===== config.mk =====
export PLATFORM = sky130hd
export DESIGN_NAME = two_wheel_encoder_speed
export DESIGN_NICKNAME = d
export VERILOG_FILES = /design/src/twes_pkg.sv /design/src/twes_div.sv /design/src/two_wheel_encoder_speed.sv
export SDC_FILE = /design/constraint.sdc
export NUM_CORES = 1
export LEC_CHECK = 0
export BUFFER_PORTS_ARGS = -buffer_cell sky130_fd_sc_hd__buf_2
export CAP_MARGIN = 20
export CORE_MARGIN = 4
export CORE_UTILIZATION = 67
export CTS_BUF_LIST = sky130_fd_sc_hd__clkbuf_2 sky130_fd_sc_hd__clkbuf_4 sky130_fd_sc_hd__clkbuf_8
export DETAILED_ROUTE_END_ITERATION = 6
export PLACE_DENSITY = 0.86
export SKIP_LAST_GASP = 1
export SLEW_MARGIN = 15
export SYNTH_ARGS = -nofsm -noshare
export SYNTH_HDL_FRONTEND = slang
export SYNTH_SLANG_ARGS = --single-unit
export TNS_END_PERCENT = 20

===== constraint.sdc =====
create_clock -name clk -period 17.5 [get_ports clk]
set_input_delay 5.25 -clock clk [delete_from_list [all_inputs] [get_ports clk]]
set_output_delay 5.25 -clock clk [all_outputs]
set_load 0.01 [all_outputs]

===== src/twes_pkg.sv =====
// shared types and constants for the two-wheel encoder speed block
// no dependencies; imported by every module of the block
`default_nettype none

package twes_pkg;

  localparam int unsigned ARC_W    = 16;
  localparam int unsigned TIME_W   = 32;
  localparam int unsigned COUNT_W  = 32;
  localparam int unsigned SPEED_W  = 24;
  localparam int unsigned FRAC_W   = 8;

  // dividend is arc_um scaled by 256, one quotient bit per step
  localparam int unsigned DIVD_W    = ARC_W + FRAC_W;
  localparam int unsigned DIV_STEPS = DIVD_W;

  localparam logic [ARC_W-1:0] ARC_RESET = 16'd1281;

  localparam logic REQ_EDGE  = 1'b0;
  localparam logic REQ_CLEAR = 1'b1;

  localparam logic SIDE_LEFT  = 1'b0;
  localparam logic SIDE_RIGHT = 1'b1;

  typedef struct packed {
    logic              req_type;
    logic              wheel_side;
    logic [TIME_W-1:0] time_ms;
  } in_t;

  typedef struct packed {
    logic [COUNT_W-1:0] count_left;
    logic [COUNT_W-1:0] count_right;
    logic [SPEED_W-1:0] speed_left;
    logic [SPEED_W-1:0] speed_right;
  } out_t;

endpackage

`default_nettype wire


===== src/twes_div.sv =====
// bit-serial restoring divider, one quotient bit per cycle
// depends on twes_pkg for field widths and the step count
`default_nettype none

module twes_div (
  input  wire logic                         clk,
  input  wire logic                         rst_n,
  input  wire logic                         start,
  input  wire logic [twes_pkg::DIVD_W-1:0]  dividend,
  input  wire logic [twes_pkg::TIME_W-1:0]  divisor,
  output logic                              done,
  output logic [twes_pkg::DIVD_W-1:0]       quotient
);
  import twes_pkg::*;

  localparam int unsigned CNT_W = $clog2(DIV_STEPS + 1);

  // remainder never exceeds the dividend, so it never needs more than DIVD_W bits
  logic [DIVD_W-1:0]  acc_r;
  logic [DIVD_W-1:0]  rem_r;
  logic [TIME_W-1:0]  den_r;
  logic [CNT_W-1:0]   cnt_r;
  logic               busy_r;
  logic               done_r;

  logic [DIVD_W:0]    rem_sh;
  logic               ge;
  logic [DIVD_W:0]    rem_sub;
  logic [DIVD_W-1:0]  rem_nxt;
  logic [DIVD_W-1:0]  acc_nxt;

  always_comb begin
    rem_sh  = {rem_r, acc_r[DIVD_W-1]};
    ge      = {{(TIME_W-DIVD_W-1){1'b0}}, rem_sh} >= den_r;
    rem_sub = rem_sh - den_r[DIVD_W:0];
    rem_nxt = ge ? rem_sub[DIVD_W-1:0] : rem_sh[DIVD_W-1:0];
    acc_nxt = {acc_r[DIVD_W-2:0], ge};
  end

  always_ff @(posedge clk) begin
    if (!rst_n) begin
      busy_r <= 1'b0;
      done_r <= 1'b0;
      cnt_r  <= '0;
    end else begin
      // pulse after the last step
      done_r <= !start && busy_r && (cnt_r == CNT_W'(1));
      if (start) begin
        acc_r  <= dividend;
        rem_r  <= '0;
        den_r  <= divisor;
        cnt_r  <= CNT_W'(DIV_STEPS);
        busy_r <= 1'b1;
      end else if (busy_r) begin
        acc_r <= acc_nxt;
        rem_r <= rem_nxt;
        cnt_r <= cnt_r - 1'b1;
        if (cnt_r == CNT_W'(1)) begin
          busy_r <= 1'b0;
        end
      end
    end
  end

  assign done     = done_r;
  assign quotient = acc_r;

endmodule

`default_nettype wire


===== src/two_wheel_encoder_speed.sv =====
// top level of the two-wheel encoder speed block: wheel state, control, output register
// depends on twes_pkg and twes_div
`default_nettype none

// Takes one transfer at a time on the input channel: an encoder edge for the left or
// right wheel with a millisecond timestamp, or a request to clear both edge counts.
// Every transfer produces exactly one result with both edge counts and both speeds.
// Speed is floor(arc_um * 256 / dt) in 1/256 mm/s, where dt is the time since that
// wheel's previous edge (or the timestamp itself on the wheel's first edge); a zero
// gap gives 16777215. An edge runs the 24-step bit-serial divider, its quotient goes
// into that wheel's speed register, then the result is registered; a clear skips the
// divider. in_stall is high from the accepting edge until the result has been loaded
// into the output register, which then waits for out_stall on its own while the next
// input transfer is taken. arc_um resets to 1281; the user must write it through
// cfg_we/cfg_wdata only while the block is idle, which the block does not enforce.

module two_wheel_encoder_speed (
  input  wire logic                         clk,
  input  wire logic                         rst_n,
  // configuration
  input  wire logic                         cfg_we,
  input  wire logic [twes_pkg::ARC_W-1:0]   cfg_wdata,
  // input channel
  input  wire logic                         in_valid,
  output logic                              in_stall,
  input  wire twes_pkg::in_t                in_data,
  // result channel
  output logic                              out_valid,
  input  wire logic                         out_stall,
  output twes_pkg::out_t                    out_data
);
  import twes_pkg::*;

  typedef enum logic [1:0] {
    ST_IDLE,
    ST_DIV,
    ST_FIN
  } state_t;

  state_t             state_r;
  logic [ARC_W-1:0]   arc_r;

  // per-wheel state, index 0 left, 1 right
  logic [COUNT_W-1:0] count_r [2];
  logic [TIME_W-1:0]  last_r  [2];
  logic [1:0]         seen_r;
  logic [SPEED_W-1:0] speed_r [2];
  logic               side_r;

  out_t               out_r;
  logic               out_valid_r;

  logic               in_xfer;
  logic               edge_xfer;
  logic               out_free;
  logic [TIME_W-1:0]  dt_nxt;
  logic               div_done;
  logic [DIVD_W-1:0]  div_q;

  assign in_stall  = (state_r != ST_IDLE);
  assign in_xfer   = in_valid && !in_stall;
  assign edge_xfer = in_xfer && (in_data.req_type == REQ_EDGE);
  // output register can take a new result this cycle
  assign out_free  = !out_valid_r || !out_stall;

  // gap since the wheel's previous edge, wraps modulo 2^32; first edge uses the stamp
  always_comb begin
    if (seen_r[in_data.wheel_side]) begin
      dt_nxt = in_data.time_ms - last_r[in_data.wheel_side];
    end else begin
      dt_nxt = in_data.time_ms;
    end
  end

  // a zero divisor makes every step subtract nothing, so the quotient comes out
  // all ones, which is exactly the saturated speed
  twes_div u_div (
    .clk      (clk),
    .rst_n    (rst_n),
    .start    (edge_xfer),
    .dividend ({arc_r, {FRAC_W{1'b0}}}),
    .divisor  (dt_nxt),
    .done     (div_done),
    .quotient (div_q)
  );

  always_ff @(posedge clk) begin
    if (!rst_n) begin
      state_r     <= ST_IDLE;
      arc_r       <= ARC_RESET;
      count_r[0]  <= '0;
      count_r[1]  <= '0;
      last_r[0]   <= '0;
      last_r[1]   <= '0;
      seen_r      <= '0;
      speed_r[0]  <= '0;
      speed_r[1]  <= '0;
      side_r      <= SIDE_LEFT;
      out_valid_r <= 1'b0;
    end else begin
      if (cfg_we) begin
        arc_r <= cfg_wdata;
      end

      // result enters from ST_FIN, leaves when the far side takes it
      if ((state_r == ST_FIN) && out_free) begin
        out_valid_r <= 1'b1;
      end else if (!out_stall) begin
        out_valid_r <= 1'b0;
      end

      case (state_r)
        ST_IDLE: begin
          if (in_xfer) begin
            if (in_data.req_type == REQ_CLEAR) begin
              // clear touches the counts only
              count_r[0] <= '0;
              count_r[1] <= '0;
              state_r    <= ST_FIN;
            end else begin
              count_r[in_data.wheel_side] <= count_r[in_data.wheel_side] + 1'b1;
              last_r[in_data.wheel_side]  <= in_data.time_ms;
              seen_r[in_data.wheel_side]  <= 1'b1;
              side_r                      <= in_data.wheel_side;
              state_r                     <= ST_DIV;
            end
          end
        end
        ST_DIV: begin
          if (div_done) begin
            speed_r[side_r] <= div_q[SPEED_W-1:0];
            state_r         <= ST_FIN;
          end
        end
        ST_FIN: begin
          // snapshot both wheels once the output register is free
          if (out_free) begin
            out_r.count_left  <= count_r[0];
            out_r.count_right <= count_r[1];
            out_r.speed_left  <= speed_r[0];
            out_r.speed_right <= speed_r[1];
            state_r           <= ST_IDLE;
          end
        end
        default: begin
          state_r <= ST_IDLE;
        end
      endcase
    end
  end

  assign out_valid = out_valid_r;
  assign out_data  = out_r;

endmodule

`default_nettype wire


# After elaboration in Yosys (flattened, before gate mapping)
# Memory sizes are Yosys's and may differ from the RTL's. A register that Yosys moved wholly into a read port is not among the register bits.
# Cells that the tools add are included.
# W data, S select, Z words.
# totals
register_bits	109
latch_bits	0
mem_bits_rw	176
romBits	0
output_inout_bits	114
mem_count	3
# mem_list
name	depth	word_bits	read_ports	rd_clocked_by_memory_dff	wr	line_no	rtl
count_r	2	32	3	2	2	two_wheel_encoder_speed.sv:44	logic [COUNT_W-1:0] count_r [2];
last_r	2	32	1	0	2	two_wheel_encoder_speed.sv:45	logic [TIME_W-1:0] last_r [2];
speed_r	2	24	2	2	2	two_wheel_encoder_speed.sv:47	logic [SPEED_W-1:0] speed_r [2];
# op_classes
n_addsub	4
mul	0
div	0
magnitude_cmp	3
n_eq_ne	7
shifts	0
mux	47
n_bitwise	5
n_reduce_logical	23
# op_table
cell	n
$mux W32	5
$mux W24	5
$reduce_or A32 Y1	2
$add A32 B1 Y32 const B	1
$ge A25 B32 Y1	1
$sub A32 B32 Y32	1
$mux W1	29
$reduce_or A24 Y1	1
$sub A24 B24 Y24	1
$mux W5	2
$reduce_and A3 Y1	3
$mux W2	4
$logic_and A1 B1 Y1	6
$pmux W2 S3	1
$eq A5 B1 Y1 const B	1
$sub A5 B1 Y5 const B	1
$logic_not A1 Y1	4
$ne A2 B1 Y1 const B	2
$ne A2 B2 Y1 const B	2
$reduce_and A2 Y1	2
$reduce_bool A2 Y1	2
$eq A2 B1 Y1 const B	1
$eq A2 B2 Y1 const B	1
$logic_not A2 Y1	1
8 further kinds	10

# Depth between registers and ports, before layout
# depth
ltp_word	9
ltp_mapped	17
mapped_depth_nobuf	11

# Cells and area by module
# Synthesis repeated with hierarchy kept, for this count alone.
# unflattened
hier_cells	1476
area_unflattened_um2	18755.5
# by_module_without_submodules
mod	instances	cells_per_inst	area_each_um2	seq_area_each_um2
two_wheel_encoder_speed	1	1060	13997.2	9088.7
twes_div	1	416	4758.3	2542.4

# Worst setup path after synthesis
# No wires, ideal clock.
# synth_timing
path_kind	input-to-reg
startpoint	in in_data[32] (netlist name)
endpoint	mem count_r[1][0] (enable)
setup_time_ps	466
arrival_time_ps	8913
t_required_ps	17034
path_slack_ps	8122
cell_stages	8
path_cell_list	buf_6 > buf_2 > buf_1 > buf_2 > buf_2 > buf_2 > nor2_1 > o21ai_0
# synth_lines
item	line_no	rtl
start, declared	two_wheel_encoder_speed.sv:26	input wire twes_pkg::in_t in_data,
end, declared	two_wheel_encoder_speed.sv:44	

# Worst setup path after layout
# layout_timing
startpoint	in in_data[32] (netlist name)
endpoint	reg u_div.den_r[28] (data pin)
# layout_via
elab_chain_cells	3
elab_cells_between_ends	5
# layout_lines
item	line_no	rtl
$mem_v2 Z2 W32 or $mux W1 (tied branches)	--	
$sub A32 B32 Y32 or $mux W1 (tied branches)	two_wheel_encoder_speed.sv:69, two_wheel_encoder_speed.sv:68	
$mux W32 *	two_wheel_encoder_speed.sv:68	if (seen_r[in_data.wheel_side]) begin
net dt_nxt[28]	two_wheel_encoder_speed.sv:56	logic [TIME_W-1:0] dt_nxt;
end signal, assigned	twes_div.sv:51	den_r <= divisor;
end, declared	twes_div.sv:21	logic [TIME_W-1:0] den_r;
# Mark *: on every way through the listed nets, which the timed path passes. The rest lies on a longest branch. The select of a mux whose other input is x is not followed.
# A chain may end at the register's enable or synchronous reset.

==> qor.yml <==
cts_resized: 0
h-tree-depth: 2
ys_types: 78
critical_path_class: "in2reg"
grt_max_degree: 77
synth-seq-cells: 397
p_int_mw: 1.561
rsz0062_at_grt: "no"
post_drt_via_cell_ratio: 5.724
relSlewSlack: 0.2883
period_minus_slack_ps: 8334
fill_cells: 1728
power_density_nw_per_um2: 96.57
period_share: 0.4762
ys_warn_count: 0
dp.cells: 2055
dieArea_sq_um: 31100
clock_sinks: 397
cp.required_ps: 17840
cp-start-kind: "primary input"
drc_errors: 0
clock_power_share: 0.359
die_h_microns: 176.3
wl_per_cell_microns: 17.32
routed_wl_microns: 37510
dieWidth_microns: 176.3
post_cts_buffers: 0
grt_pass1_vias: 12210
fin_cells: 2166
finalSetupViolations: 0
grt_overflow: 0
holdPathStages: 0
endpoint_kind: "flop"
syn_area_per_cell_sq_um: 12.13
r2r_end: "u_div.rem_r[18]"
switching_share: 0.2432
ctsHoldBuffers: 0
synth-edff-count: 368
syn_nets: 1684
grt_usage: 0.2420
cp_max_fo: 32
r2r_start: "u_div.quotient[23]"
ant_nets: 0
antenna_found_initial: 0
seqPwrFrac: 0.537
syn_to_final_growth_pct: 12.53
ir_worst_vdd_mv: 0.08332
status: "completed"
dp.final_hpwl_microns: 25040
drt-pass1-iter-count: 5
drv_slew: 0
drv_cap: 0
rows: 61
tightest_slew_ps: 1063
fin_skew_ps: 24.80
seq_area_frac_synth: 0.6126
gp_congestion: 0.9279
cts_tree: "built"
start_util: 0.6816
synthCells: 1565
ff2ff_path_depth: 11
final_cell_area_sq_um: 21370
core_sq_um: 27860
net-switching-power_mw: 0.5017
finalHoldViolations: 0
hp-start: "speed_r[1][0]"
rrSetupSlack_ps: 13700
io_pins: 169
nets: 1858
antennaDiodeCount: 0
io_buffers: 168
crit_arrival_ps: 8670
clkSlewWorstSetupHoldPaths_ps: 60
dpl_cell_area_sq_um: 20150
ys.flop_type: "edfxtp_1"
hp-class: "reg2reg"
grt_pass1_wl_microns: 61330
p_leak_nw: 8.514
final_util: 0.7669
drive_gt1_frac: 0.1773
async_flop_share: 0
first_iter_violations: 946
cts_root_buf: "clkbuf_8"
insertion_delay_ps: 600
clock.fmax_ghz: 0.1200
cts_buffers: 59
power.share.combinational: 0.105
min_delay_worst_endpoint: "out_data[0]"
vias: 12400
synthesis.area_sq_um: 18990
tns_ps: 0
clock_path_buffers: 3
-- cells in the final DEF (no fill, tap or decap), types with 14 or more instances in the layout --
master	count
a21o_1	33
a21oi_1	73
and2_1	98
and3_1	34
buf_2	167
clkbuf_4	18
clkbuf_8	61
clkinv_1	14
dfxtp_1	29
edfxtp_1	368
ha_1	62
inv_1	45
mux2i_1	59
nand2_1	159
nand2b_1	18
nand3_1	36
nor2_1	126
nor2b_1	24
nor3_1	18
o21ai_0	46
xnor2_1	43
xor2_1	48
-- logic make-up (layout without fill, tap and decap cells) --
kind of cell    count (synthesis)  after routing  synth area share
flops                         397            397            0.6126
compound gates                252            252           0.08699
mux                            67             67           0.03578
simple gates                  580            580            0.1546
xor+xnor                       91             91           0.04198
buf+inv                       114            337           0.02511
fa+ha+maj                      64             64           0.04297
-- routing by layer --
layer	vias to the layer above	track usage	routed length (microns)
met2	449	0.4190	18570
met3	62	0.03619	2344
met1	5853	0.3292	16010
met4	0	0.05577	587
met5	-	0	0
li1	6035	-	-
-- final cells by class --
class / count / area, sq um / area share
well taps: 378 / 473.0 / 0.02214
multi-input cells: 1054 / 6932 / 0.3244
clock inverters: 31 / 210.2 / 0.009838
flip-flops and latches: 397 / 11630 / 0.5444
inverters: 45 / 168.9 / 0.007906
repair buffers: 182 / 975.9 / 0.04568
clock buffers: 79 / 974.7 / 0.04562
-- worst max-delay path by stage --
stage / start / to
after floorplan: in_data[32] / count_r[1][0]
after global placement: in_data[32] / u_div.den_r[28]
after detailed placement: in_data[32] / u_div.den_r[28]
after CTS: in_data[32] / u_div.den_r[28]
after global routing: in_data[32] / u_div.den_r[28]
final: in_data[32] / u_div.den_r[28]
-- power groups by stage --
stage | Combinational [mW] | Clock (mW) | Sequential, mW
floorplan | 0.157 | 0 | 1.12
global placement | 0.206 | 0 | 1.12
detailed placement | 0.212 | 0 | 1.13
CTS | 0.214 | 0.754 | 1.11
global route | 0.241 | 0.804 | 1.11
finish | 0.216 | 0.740 | 1.11
-- flip-flops by register name, indices dropped and copies added (netlist names), 16 cells and up --
| name | count |
|---|---|
| arc_r | 16 |
| count_r | 64 |
| last_r | 64 |
| out_data | 112 |
| speed_r | 48 |
| u_div.den_r | 32 |
| u_div.quotient | 24 |
| u_div.rem_r | 24 |
-- cell usage after synthesis (all sizes together) (10+ instances only) --
| library cell | number | area, sq um |
|---|---|---|
| nor2 | 128 | 483.0 |
| buf | 21 | 126.4 |
| and2 | 99 | 619.3 |
| nand4 | 13 | 81.33 |
| nand3 | 37 | 190.2 |
| nor2b | 25 | 156.4 |
| a21oi | 76 | 387.9 |
| mux2i | 60 | 600.6 |
| ha | 62 | 775.7 |
| a21o | 33 | 247.7 |
| inv | 45 | 168.9 |
| nand3b | 11 | 82.58 |
| xnor2 | 43 | 376.6 |
| and3 | 34 | 212.7 |
| nand2 | 161 | 606.8 |
| nor3 | 21 | 121.4 |
| a211oi | 13 | 102.6 |
| nand2b | 18 | 112.6 |
| clkbuf | 48 | 181.4 |
| xor2 | 48 | 420.4 |
| edfxtp | 368 | 11050 |
| dfxtp | 29 | 580.6 |
| o21ai | 52 | 267.8 |
| a21boi | 10 | 75.07 |
-- stage by stage --
stage	total power [mW]	setup WS (ps)	hold WS (ps)
floorplan	1.279	8122	400.3
global placement	1.330	8701	400.6
detailed placement	1.338	8603	404.5
CTS	2.076	9218	403.7
global route	2.155	8957	417.1
finish	2.063	9166	409.3
-- critical path, cell delays in order --
cell	delay, ps
buf_4	430
mux2_2	400
ha_1	200
fa_1	400
nor2b_1	170
o21bai_1	90
a21boi_0	300
o31ai_1	180
a21oi_1	420
o21ai_0	270
a211o_1	330
and3_1	140
Note: power is estimated with default switching activity, not from simulation.
